[src/nec_ir_pkg.sv]
`default_nettype none

package nec_ir_pkg;

	localparam int unsigned DUR_W  = 16;
	localparam int unsigned UNIT_W = 12;
	localparam int unsigned TOL_W  = 8;
	localparam int unsigned BYTE_W = 8;
	localparam int unsigned POS_W  = 7;
	localparam int unsigned CFG_IDX_W = 2;
	localparam int unsigned CFG_DATA_W = 16;

	localparam logic [UNIT_W-1:0] UNIT_RESET   = 12'd564;
	localparam logic [TOL_W-1:0]  TOL_RESET    = 8'd77;
	localparam logic [DUR_W-1:0]  ENDING_RESET = 16'd20000;

	localparam logic [POS_W-1:0] POS_MAX         = 7'd127;
	localparam logic [POS_W-1:0] POS_LEAD_FLASH  = 7'd0;
	localparam logic [POS_W-1:0] POS_LEAD_GAP    = 7'd1;
	localparam logic [POS_W-1:0] POS_REP_FLASH   = 7'd2;
	localparam logic [POS_W-1:0] POS_REP_LAST    = 7'd3;
	localparam logic [POS_W-1:0] POS_LAST_BIT    = 7'd65;
	localparam logic [POS_W-1:0] POS_STOP_FLASH  = 7'd66;
	localparam logic [POS_W-1:0] POS_FRAME_LAST  = 7'd67;
	localparam logic [BYTE_W-1:0] BYTE_ALL_ONES  = 8'hFF;

	typedef enum logic [CFG_IDX_W-1:0] {
		REG_UNIT_TIME  = 2'd0,
		REG_TOLERANCE  = 2'd1,
		REG_ENDING_MIN = 2'd2
	} cfg_reg_t;

	typedef enum logic [1:0] {
		BYTE_DEVICE    = 2'd0,
		BYTE_SUBDEVICE = 2'd1,
		BYTE_COMMAND   = 2'd2,
		BYTE_INVERSE   = 2'd3
	} byte_sel_t;

	typedef struct packed {
		logic              frame_valid;
		logic              is_repeat;
		logic [BYTE_W-1:0] device;
		logic [BYTE_W-1:0] subdevice;
		logic [BYTE_W-1:0] command;
	} frame_res_t;

	function automatic logic near_units(
		input logic [DUR_W-1:0] d,
		input logic [DUR_W-1:0] exp_us,
		input logic [DUR_W-1:0] slack
	);
		logic [DUR_W-1:0] diff;
		diff = (d > exp_us) ? (d - exp_us) : (exp_us - d);
		return diff <= slack;
	endfunction

endpackage

`default_nettype wire

[src/nec_ir_if.sv]
`default_nettype none

interface nec_ir_dur_if import nec_ir_pkg::*; ();
	logic             valid;
	logic             ready;
	logic [DUR_W-1:0] duration_us;
	logic             last_duration;

	modport source(output valid, duration_us, last_duration, input ready);
	modport sink(input valid, duration_us, last_duration, output ready);
endinterface

interface nec_ir_frm_if import nec_ir_pkg::*; ();
	logic              valid;
	logic              ready;
	logic              frame_valid;
	logic              is_repeat;
	logic [BYTE_W-1:0] device;
	logic [BYTE_W-1:0] subdevice;
	logic [BYTE_W-1:0] command;

	modport source(output valid, frame_valid, is_repeat, device, subdevice, command,
		input ready);
	modport sink(input valid, frame_valid, is_repeat, device, subdevice, command,
		output ready);
endinterface

`default_nettype wire

[src/nec_ir_frame_decoder.sv]
// NEC1 infrared frame decoder.
// durations: one captured flash or gap length per item, flash first, with
//   last_duration set on the final duration of a capture.
// frames: one item per capture, sent on its last duration: frame_valid,
//   is_repeat and the device, subdevice and command bytes (all zero when
//   the capture is not a valid frame or repeat).
// Configuration: cfg_we writes cfg_data into register cfg_index
//   (0 unit time, 1 tolerance in 1/256, 2 minimum ending gap); other indexes
//   are ignored. Write only while no capture is in progress.
// Timing: an item is registered at acceptance, checked against the unit
//   multiples in the next cycle, and a last duration's result goes into the
//   output register, which drives frames.valid, when free. One duration
//   per cycle is taken unless a last one waits; the single multiply unit time
//   by tolerance plus one compare per multiple sets the cycle path.
// Reset: registers return to 564 us, 77/256 and 20000 us, capture state is
//   cleared and no output item is pending.
// Stall: a held output item keeps the input stage moving for durations that
//   produce no result; only a last duration waits for the output register.
`default_nettype none

module nec_ir_frame_decoder import nec_ir_pkg::*; (
	input  wire logic                  clk,
	input  wire logic                  arst_n,
	input  wire logic                  cfg_we,
	input  wire logic [CFG_IDX_W-1:0]  cfg_index,
	input  wire logic [CFG_DATA_W-1:0] cfg_data,
	nec_ir_dur_if.sink                 durations,
	nec_ir_frm_if.source               frames
);

	logic [UNIT_W-1:0] unit_q;
	logic [TOL_W-1:0]  tol_q;
	logic [DUR_W-1:0]  ending_q;

	logic             valid_s1;
	logic [DUR_W-1:0] dur_s1;
	logic             last_s1;

	logic [POS_W-1:0]  pos_q;
	logic [BYTE_W-1:0] shift_q;
	logic [BYTE_W-1:0] dev_q;
	logic [BYTE_W-1:0] sub_q;
	logic [BYTE_W-1:0] cmd_q;
	logic              flash_ok_q;
	logic              frame_ok_q;
	logic              rep_ok_q;

	logic       out_valid_q;
	frame_res_t res_q;

	logic out_free;
	logic adv_s1;
	logic load_res;

	logic [UNIT_W+TOL_W-1:0] prod;
	logic [23:0] slack_prod1, slack_prod3, slack_prod4, slack_prod8, slack_prod16;
	logic [DUR_W-1:0] exp1, exp3, exp4, exp8, exp16;
	logic m1, m3, m4, m8, m16;

	logic [POS_W-1:0]  pos_n;
	logic [BYTE_W-1:0] shift_n, dev_n, sub_n, cmd_n;
	logic              flash_ok_n, frame_ok_n, rep_ok_n;
	logic              bit_v;
	logic [POS_W-1:0]  idx_full;
	logic [4:0]        idx;
	logic              ending_ok;
	frame_res_t        res_n;

	// configuration registers
	always_ff @(posedge clk or negedge arst_n) begin
		if (!arst_n) begin
			unit_q   <= UNIT_RESET;
			tol_q    <= TOL_RESET;
			ending_q <= ENDING_RESET;
		end else if (cfg_we) begin
			case (cfg_index)
				REG_UNIT_TIME:  unit_q   <= cfg_data[UNIT_W-1:0];
				REG_TOLERANCE:  tol_q    <= cfg_data[TOL_W-1:0];
				REG_ENDING_MIN: ending_q <= cfg_data[DUR_W-1:0];
				default: ;
			endcase
		end
	end

	assign out_free        = !out_valid_q || frames.ready;
	assign adv_s1          = valid_s1 && (!last_s1 || out_free);
	assign load_res        = adv_s1 && last_s1;
	assign durations.ready = !valid_s1 || adv_s1;

	// input stage
	always_ff @(posedge clk or negedge arst_n) begin
		if (!arst_n) begin
			valid_s1 <= 1'b0;
		end else if (durations.ready) begin
			valid_s1 <= durations.valid;
		end
	end

	always_ff @(posedge clk) begin
		if (durations.valid && durations.ready) begin
			dur_s1  <= durations.duration_us;
			last_s1 <= durations.last_duration;
		end
	end

	// expected durations and slack for each unit multiple
	always_comb begin
		prod         = unit_q * tol_q;
		slack_prod1  = {4'd0, prod};
		slack_prod3  = {3'd0, prod, 1'b0} + {4'd0, prod};
		slack_prod4  = {2'd0, prod, 2'd0};
		slack_prod8  = {1'd0, prod, 3'd0};
		slack_prod16 = {prod, 4'd0};
		exp1  = {4'd0, unit_q};
		exp3  = {3'd0, unit_q, 1'b0} + {4'd0, unit_q};
		exp4  = {2'd0, unit_q, 2'd0};
		exp8  = {1'd0, unit_q, 3'd0};
		exp16 = {unit_q, 4'd0};
		m1  = near_units(dur_s1, exp1,  slack_prod1[23:8]);
		m3  = near_units(dur_s1, exp3,  slack_prod3[23:8]);
		m4  = near_units(dur_s1, exp4,  slack_prod4[23:8]);
		m8  = near_units(dur_s1, exp8,  slack_prod8[23:8]);
		m16 = near_units(dur_s1, exp16, slack_prod16[23:8]);
	end

	// capture tracking
	always_comb begin
		shift_n    = shift_q;
		dev_n      = dev_q;
		sub_n      = sub_q;
		cmd_n      = cmd_q;
		flash_ok_n = flash_ok_q;
		frame_ok_n = frame_ok_q;
		rep_ok_n   = rep_ok_q;
		bit_v      = 1'b0;
		idx_full   = pos_q - 7'd3;
		idx        = idx_full[5:1];

		if (pos_q == POS_LEAD_FLASH) begin
			if (!m16) begin
				frame_ok_n = 1'b0;
				rep_ok_n   = 1'b0;
			end
		end else if (pos_q == POS_LEAD_GAP) begin
			if (!m8)
				frame_ok_n = 1'b0;
			if (!m4)
				rep_ok_n = 1'b0;
		end else if (pos_q <= POS_LAST_BIT) begin
			if (pos_q == POS_REP_FLASH && !m1)
				rep_ok_n = 1'b0;
			if (!pos_q[0]) begin
				flash_ok_n = m1;
			end else begin
				if (!flash_ok_q)
					frame_ok_n = 1'b0;
				else if (m3)
					bit_v = 1'b1;
				else if (!m1)
					frame_ok_n = 1'b0;
				shift_n = {bit_v, shift_q[BYTE_W-1:1]};
				if (idx[2:0] == 3'd7) begin
					case (byte_sel_t'(idx[4:3]))
						BYTE_DEVICE:    dev_n = shift_n;
						BYTE_SUBDEVICE: sub_n = shift_n;
						BYTE_COMMAND:   cmd_n = shift_n;
						BYTE_INVERSE: begin
							if ((cmd_q ^ shift_n) != BYTE_ALL_ONES)
								frame_ok_n = 1'b0;
						end
						default: ;
					endcase
				end
			end
		end else if (pos_q == POS_STOP_FLASH) begin
			if (!m1)
				frame_ok_n = 1'b0;
		end

		pos_n = (pos_q < POS_MAX) ? (pos_q + 7'd1) : pos_q;

		ending_ok = dur_s1 >= ending_q;
		res_n     = '0;
		if (pos_q == POS_REP_LAST && rep_ok_n && ending_ok) begin
			res_n.frame_valid = 1'b1;
			res_n.is_repeat   = 1'b1;
		end else if (pos_q == POS_FRAME_LAST && frame_ok_n && ending_ok) begin
			res_n.frame_valid = 1'b1;
			res_n.device      = dev_n;
			res_n.subdevice   = sub_n;
			res_n.command     = cmd_n;
		end
	end

	always_ff @(posedge clk or negedge arst_n) begin
		if (!arst_n) begin
			pos_q      <= '0;
			shift_q    <= '0;
			dev_q      <= '0;
			sub_q      <= '0;
			cmd_q      <= '0;
			flash_ok_q <= 1'b0;
			frame_ok_q <= 1'b1;
			rep_ok_q   <= 1'b1;
		end else if (adv_s1) begin
			if (last_s1) begin
				pos_q      <= '0;
				shift_q    <= '0;
				dev_q      <= '0;
				sub_q      <= '0;
				cmd_q      <= '0;
				flash_ok_q <= 1'b0;
				frame_ok_q <= 1'b1;
				rep_ok_q   <= 1'b1;
			end else begin
				pos_q      <= pos_n;
				shift_q    <= shift_n;
				dev_q      <= dev_n;
				sub_q      <= sub_n;
				cmd_q      <= cmd_n;
				flash_ok_q <= flash_ok_n;
				frame_ok_q <= frame_ok_n;
				rep_ok_q   <= rep_ok_n;
			end
		end
	end

	// output register
	always_ff @(posedge clk or negedge arst_n) begin
		if (!arst_n) begin
			out_valid_q <= 1'b0;
		end else if (load_res) begin
			out_valid_q <= 1'b1;
		end else if (frames.ready) begin
			out_valid_q <= 1'b0;
		end
	end

	always_ff @(posedge clk) begin
		if (load_res)
			res_q <= res_n;
	end

	assign frames.valid       = out_valid_q;
	assign frames.frame_valid = res_q.frame_valid;
	assign frames.is_repeat   = res_q.is_repeat;
	assign frames.device      = res_q.device;
	assign frames.subdevice   = res_q.subdevice;
	assign frames.command     = res_q.command;

`ifndef SYNTHESIS
	a_clear_after_last: assert property (@(posedge clk) disable iff (!arst_n)
		load_res |=> (pos_q == '0) && frame_ok_q && rep_ok_q && !flash_ok_q)
		else $error("capture state not cleared after last item");

	a_stall_only_on_last: assert property (@(posedge clk) disable iff (!arst_n)
		!durations.ready |-> valid_s1 && last_s1 && out_valid_q && !frames.ready)
		else $error("input stalled without a pending result");

	a_repeat_fields_zero: assert property (@(posedge clk) disable iff (!arst_n)
		out_valid_q && res_q.is_repeat |-> res_q.frame_valid && (res_q.device == '0)
			&& (res_q.subdevice == '0) && (res_q.command == '0))
		else $error("repeat item carries data");

	a_invalid_fields_zero: assert property (@(posedge clk) disable iff (!arst_n)
		out_valid_q && !res_q.frame_valid |-> !res_q.is_repeat && (res_q.device == '0)
			&& (res_q.subdevice == '0) && (res_q.command == '0))
		else $error("invalid item carries data");
`endif

endmodule

`default_nettype wire

[src/flat_wrapper.sv]
// flat-port wrapper written by rule: the top's interface ports become plain ports
module nec_ir_frame_decoder_flat import nec_ir_pkg::*;
  (clk, arst_n, cfg_we, cfg_index, cfg_data, durations_valid, durations_duration_us, durations_last_duration, durations_ready, frames_valid, frames_frame_valid, frames_is_repeat, frames_device, frames_subdevice, frames_command, frames_ready);
  nec_ir_dur_if durations_i ();
  nec_ir_frm_if frames_i ();
  input  wire logic clk;
  input  wire logic arst_n;
  input  wire logic cfg_we;
  input  wire logic [CFG_IDX_W-1:0] cfg_index;
  input  wire logic [CFG_DATA_W-1:0] cfg_data;
  input wire logic [$bits(durations_i.valid)-1:0] durations_valid;
  input wire logic [$bits(durations_i.duration_us)-1:0] durations_duration_us;
  input wire logic [$bits(durations_i.last_duration)-1:0] durations_last_duration;
  output wire logic [$bits(durations_i.ready)-1:0] durations_ready;
  output wire logic [$bits(frames_i.valid)-1:0] frames_valid;
  output wire logic [$bits(frames_i.frame_valid)-1:0] frames_frame_valid;
  output wire logic [$bits(frames_i.is_repeat)-1:0] frames_is_repeat;
  output wire logic [$bits(frames_i.device)-1:0] frames_device;
  output wire logic [$bits(frames_i.subdevice)-1:0] frames_subdevice;
  output wire logic [$bits(frames_i.command)-1:0] frames_command;
  input wire logic [$bits(frames_i.ready)-1:0] frames_ready;
  assign durations_i.valid = durations_valid;
  assign durations_i.duration_us = durations_duration_us;
  assign durations_i.last_duration = durations_last_duration;
  assign durations_ready = durations_i.ready;
  assign frames_valid = frames_i.valid;
  assign frames_frame_valid = frames_i.frame_valid;
  assign frames_is_repeat = frames_i.is_repeat;
  assign frames_device = frames_i.device;
  assign frames_subdevice = frames_i.subdevice;
  assign frames_command = frames_i.command;
  assign frames_i.ready = frames_ready;
  nec_ir_frame_decoder u_core (.clk(clk), .arst_n(arst_n), .cfg_we(cfg_we), .cfg_index(cfg_index), .cfg_data(cfg_data), .durations(durations_i), .frames(frames_i));
endmodule
[config.mk]
export PLATFORM = sky130hd
export DESIGN_NAME = nec_ir_frame_decoder_flat
export DESIGN_NICKNAME = d
export VERILOG_FILES = /design/src/nec_ir_pkg.sv /design/src/nec_ir_if.sv /design/src/nec_ir_frame_decoder.sv /design/src/flat_wrapper.sv
export SDC_FILE = /design/constraint.sdc
export NUM_CORES = 1
export LEC_CHECK = 0
export ABC_AREA = 1
export BUFFER_PORTS_ARGS = -buffer_cell sky130_fd_sc_hd__buf_2
export CORE_UTILIZATION = 55
export DETAILED_ROUTE_END_ITERATION = 10
export HOLD_SLACK_MARGIN = 0.06
export PLACE_DENSITY = 0.75
export SLEW_MARGIN = 5
export SYNTH_ARGS = -nofsm -noshare
export SYNTH_HDL_FRONTEND = slang
export SYNTH_SLANG_ARGS = --single-unit
[constraint.sdc]
create_clock -name clk -period 7.8 [get_ports clk]
set_input_delay 0.39 -clock clk [delete_from_list [all_inputs] [get_ports clk]]
set_output_delay 0.39 -clock clk [all_outputs]
set_load 0.03 [all_outputs]
==> results.json <==
{
  "syn-mean-instance-area_um2": 7.03,
  "wirelength_mm": 63.8,
  "rrSetupSlack_ns": -0.04,
  "wire_per_inst_um": 19.4,
  "required_ns": 7.97,
  "cts_tree": "yes",
  "die_w_um": 185,
  "core_area_mm2": 0.0328,
  "yosys_warnings": 0,
  "via_per_inst": 5.65,
  "synth_top_cell_by_area": "ha_1",
  "synth_area_mm2": 0.0185,
  "antennaDiodeCount": 0,
  "powerDensity_mw_per_mm2": 526,
  "drt_iter0_markers": 1510,
  "ff2ff_path_depth": 51,
  "tightestPinTransition_ns": 1.21,
  "overflow": 0,
  "die_h_um": 185,
  "finalMaxSlewViolations": 0,
  "yosys-top-cells-area": "ha_1 18%, nand2_1 13%, inv_1 10%",
  "ios": 68,
  "cpMaxStageDelayCell": "dfstp_2",
  "dpl.cell_count": 3228,
  "drive_above_1_share": 0.166,
  "critPathMostFrequentCell": "nand2_1",
  "hold_viol": 0,
  "clk_path_buf_depth": 2,
  "endpoint_kind": "register",
  "finalPower_uw": 11300,
  "arrival_ns": 8.02,
  "cts_made_buffers": 17,
  "fin_ws_ns": -0.0444,
  "run_status": "finished with violations",
  "ir_drop_mv": 0.759,
  "drt_pass1_iterations": 6,
  "place_congestion": 1.01,
  "finalNonFillerCells": 3289,
  "cts.htree.levels": 4,
  "seqPwrFrac": 0.069,
  "syn2layout_area_growth_pct": 16.2,
  "violations": "negative setup slack",
  "vias": 18585,
  "yosysTopAreaCellShare": 0.179,
  "critPathKind": "register to register",
  "async_flop_share": 0.648,
  "root_buffer": "clkbuf_16",
  "cts.sinks": 122,
  "min_path_cells": 1,
  "cap_violations": 0,
  "postSynthCellCount": 2629,
  "dp_hpwl_mm": 50.4,
  "path_clk_slew_ns": 0.06,
  "crit_path_start_kind": "register",
  "max_freq_mhz": 127,
  "p_sw_uw": 6090,
  "fin_crit_ns": 7.84,
  "rows": 66,
  "intPower_uw": 5210,
  "setup_viol": 20,
  "slew_headroom": 0.195,
  "pwr-share-clk": 0.070,
  "rsz0062_at_grt": "true",
  "ant_nets": 0,
  "design.die.area_mm2": 0.0343,
  "ys_seq_area_frac": 0.178,
  "synth_nets": 3001,
  "p_comb_frac": 0.861,
  "switching_share": 0.539,
  "leakage_uw": 0.0118,
  "synth_edf_count": 43,
  "finClkSkew_ns": 0.0143,
  "grt_pass1_vias": 17821,
  "final_cell_mix": "612 x nand2_1, 485 x inv_1, 253 x ha_1",
  "yosys_register_bits": 122,
  "hp-class": "primary input to register",
  "gr-usage-all-layers": 0.376,
  "drc": 0,
  "synth_cell_type_count": 67,
  "crit_fanout": 7,
  "grt_pass1_wl_mm": 97.2,
  "pre_cts_slack_ns": -0.229,
  "synth-main-ff-cell": "dfrtp_1",
  "fin_crit_sh": 1.01,
  "clk_latency_ns": 0.43,
  "max_stage_delay_ns": 0.60,
  "initial_core_util": 0.564,
  "final_common_cell": "nand2_1",
  "antenna_found_initial": 0,
  "nets": 3206,
  "io_buffers": 67,
  "grt_start_max_net_pins": 70
}
synth_stat cells, types with 7 or more instances:
master,count
a211oi_1,10
a21o_1,18
a21oi_1,171
a31oi_1,10
clkbuf_1,40
dfrtp_1,64
dfstp_2,15
edfxtp_1,43
fa_1,68
ha_1,264
inv_1,498
inv_2,23
nand2_1,623
nand2_2,25
nand2_4,7
nand3_1,119
nand3_2,8
nand4_1,25
nor2_1,122
nor2_2,7
nor2_4,21
nor3_1,22
nor4_1,8
o211ai_1,10
o21ai_0,138
o21ai_1,14
o21ai_2,7
o21bai_1,18
o22ai_1,34
xnor2_1,24
xor2_1,93
path summary, 6_finish.rpt:
check / startpoint / end
min reg2reg: u_core.ending_q[14]$_DFFE_PN1P_ / u_core.ending_q[14]$_DFFE_PN1P_
max reg2reg: u_core.tol_q[3]$_DFFE_PN1P_ / u_core.frames.command[3]$_SDFFCE_PP0P_
min in group asynchronous: arst_n / u_core.pos_q[2]$_DFFE_PN0P_
max in group asynchronous: arst_n / u_core.tol_q[1]$_DFFE_PN0P_
min: durations_duration_us[13] / u_core.dur_s1[13]$_DFFE_PP_
max: u_core.tol_q[3]$_DFFE_PN1P_ / u_core.frames.command[3]$_SDFFCE_PP0P_
metrics by stage:
step	utilization	hold slack (ns)	cell area [um2]	setup TNS [ns]
global route	0.655	0.116	21500	-11.56
detailed placement	0.616	0.240	20200	-4.79
CTS	0.649	0.114	21300	-0.00445
finish	0.655	0.128	21500	-0.614
floorplan	-	0.0944	18500	0
global placement	0.616	0.239	20200	-2.33
power groups by stage:
| stage | combinational, uW | sequential [uW] | clock [uW] |
|---|---|---|---|
| after global placement | 8080 | 790 | 0 |
| after CTS | 9110 | 781 | 798 |
| after floorplan | 5280 | 798 | 0 |
| after global routing | 10700 | 791 | 816 |
| final | 9730 | 785 | 786 |
| after detailed placement | 8340 | 793 | 0 |
worst max-delay path, delay by kind of cell (launching register included):
| kind | cells | cell delay (ns) |
|---|---|---|
| AO/OA/AOI/OAI | 7 | 1.00 |
| XOR/XNOR | 2 | 0.34 |
| adder cells (fa/ha/maj) | 7 | 2.64 |
| buffers and inverters | 12 | 0.96 |
| flip-flops | 1 | 0.60 |
| AND/OR/NAND/NOR | 23 | 2.00 |
flip-flops by register name, indices dropped and copies added (netlist names), 7 cells and up:
name	count
u_core.unit_q	12
u_core.cmd_q	8
u_core.frames.command	8
u_core.frames.device	8
u_core.shift_q	7
u_core.sub_q	8
u_core.dur_s1	16
u_core.frames.subdevice	8
u_core.tol_q	8
u_core.pos_q	7
u_core.ending_q	16
u_core.dev_q	8
per-layer routing:
metal | track usage | wire (um)
met5 | 0 | 0
met4 | 0.192 | 3510
met3 | 0.0611 | 5120
met2 | 0.593 | 28300
met1 | 0.495 | 26900
cell type report:
class	count	area [um2]
clock buffer	17	425
multi-input combinational	1933	13400
timing repair buffer	236	1670
sequential	122	3290
inverter	524	1970
clock inverter	15	174
fill	2878	11300
tap	442	553
logic make-up (layout without fill, tap and decap cells):
family	count (synthesis)	count (layout)	share of synthesized area
AOI/OAI and AO/OA	479	479	0.152
buffers and inverters	574	792	0.120
xor gates and xnor gates	119	119	0.0572
adders and majority gates	332	332	0.252
DFF	122	122	0.178
muxes	5	5	0.00291
and+or+nand+nor	998	998	0.238
timing repair:
item / in CTS / in global routing
setup endpoints to repair: 25 / 30
endpoints found under the hold margin: 10 / 0
resized for setup: 52 / 49
cloned: 1 / 0
hold buffers: 1 / 0
setup buffers: 21 / 9
pin swaps: 46 / 47
(Power assumes the default switching activity.)
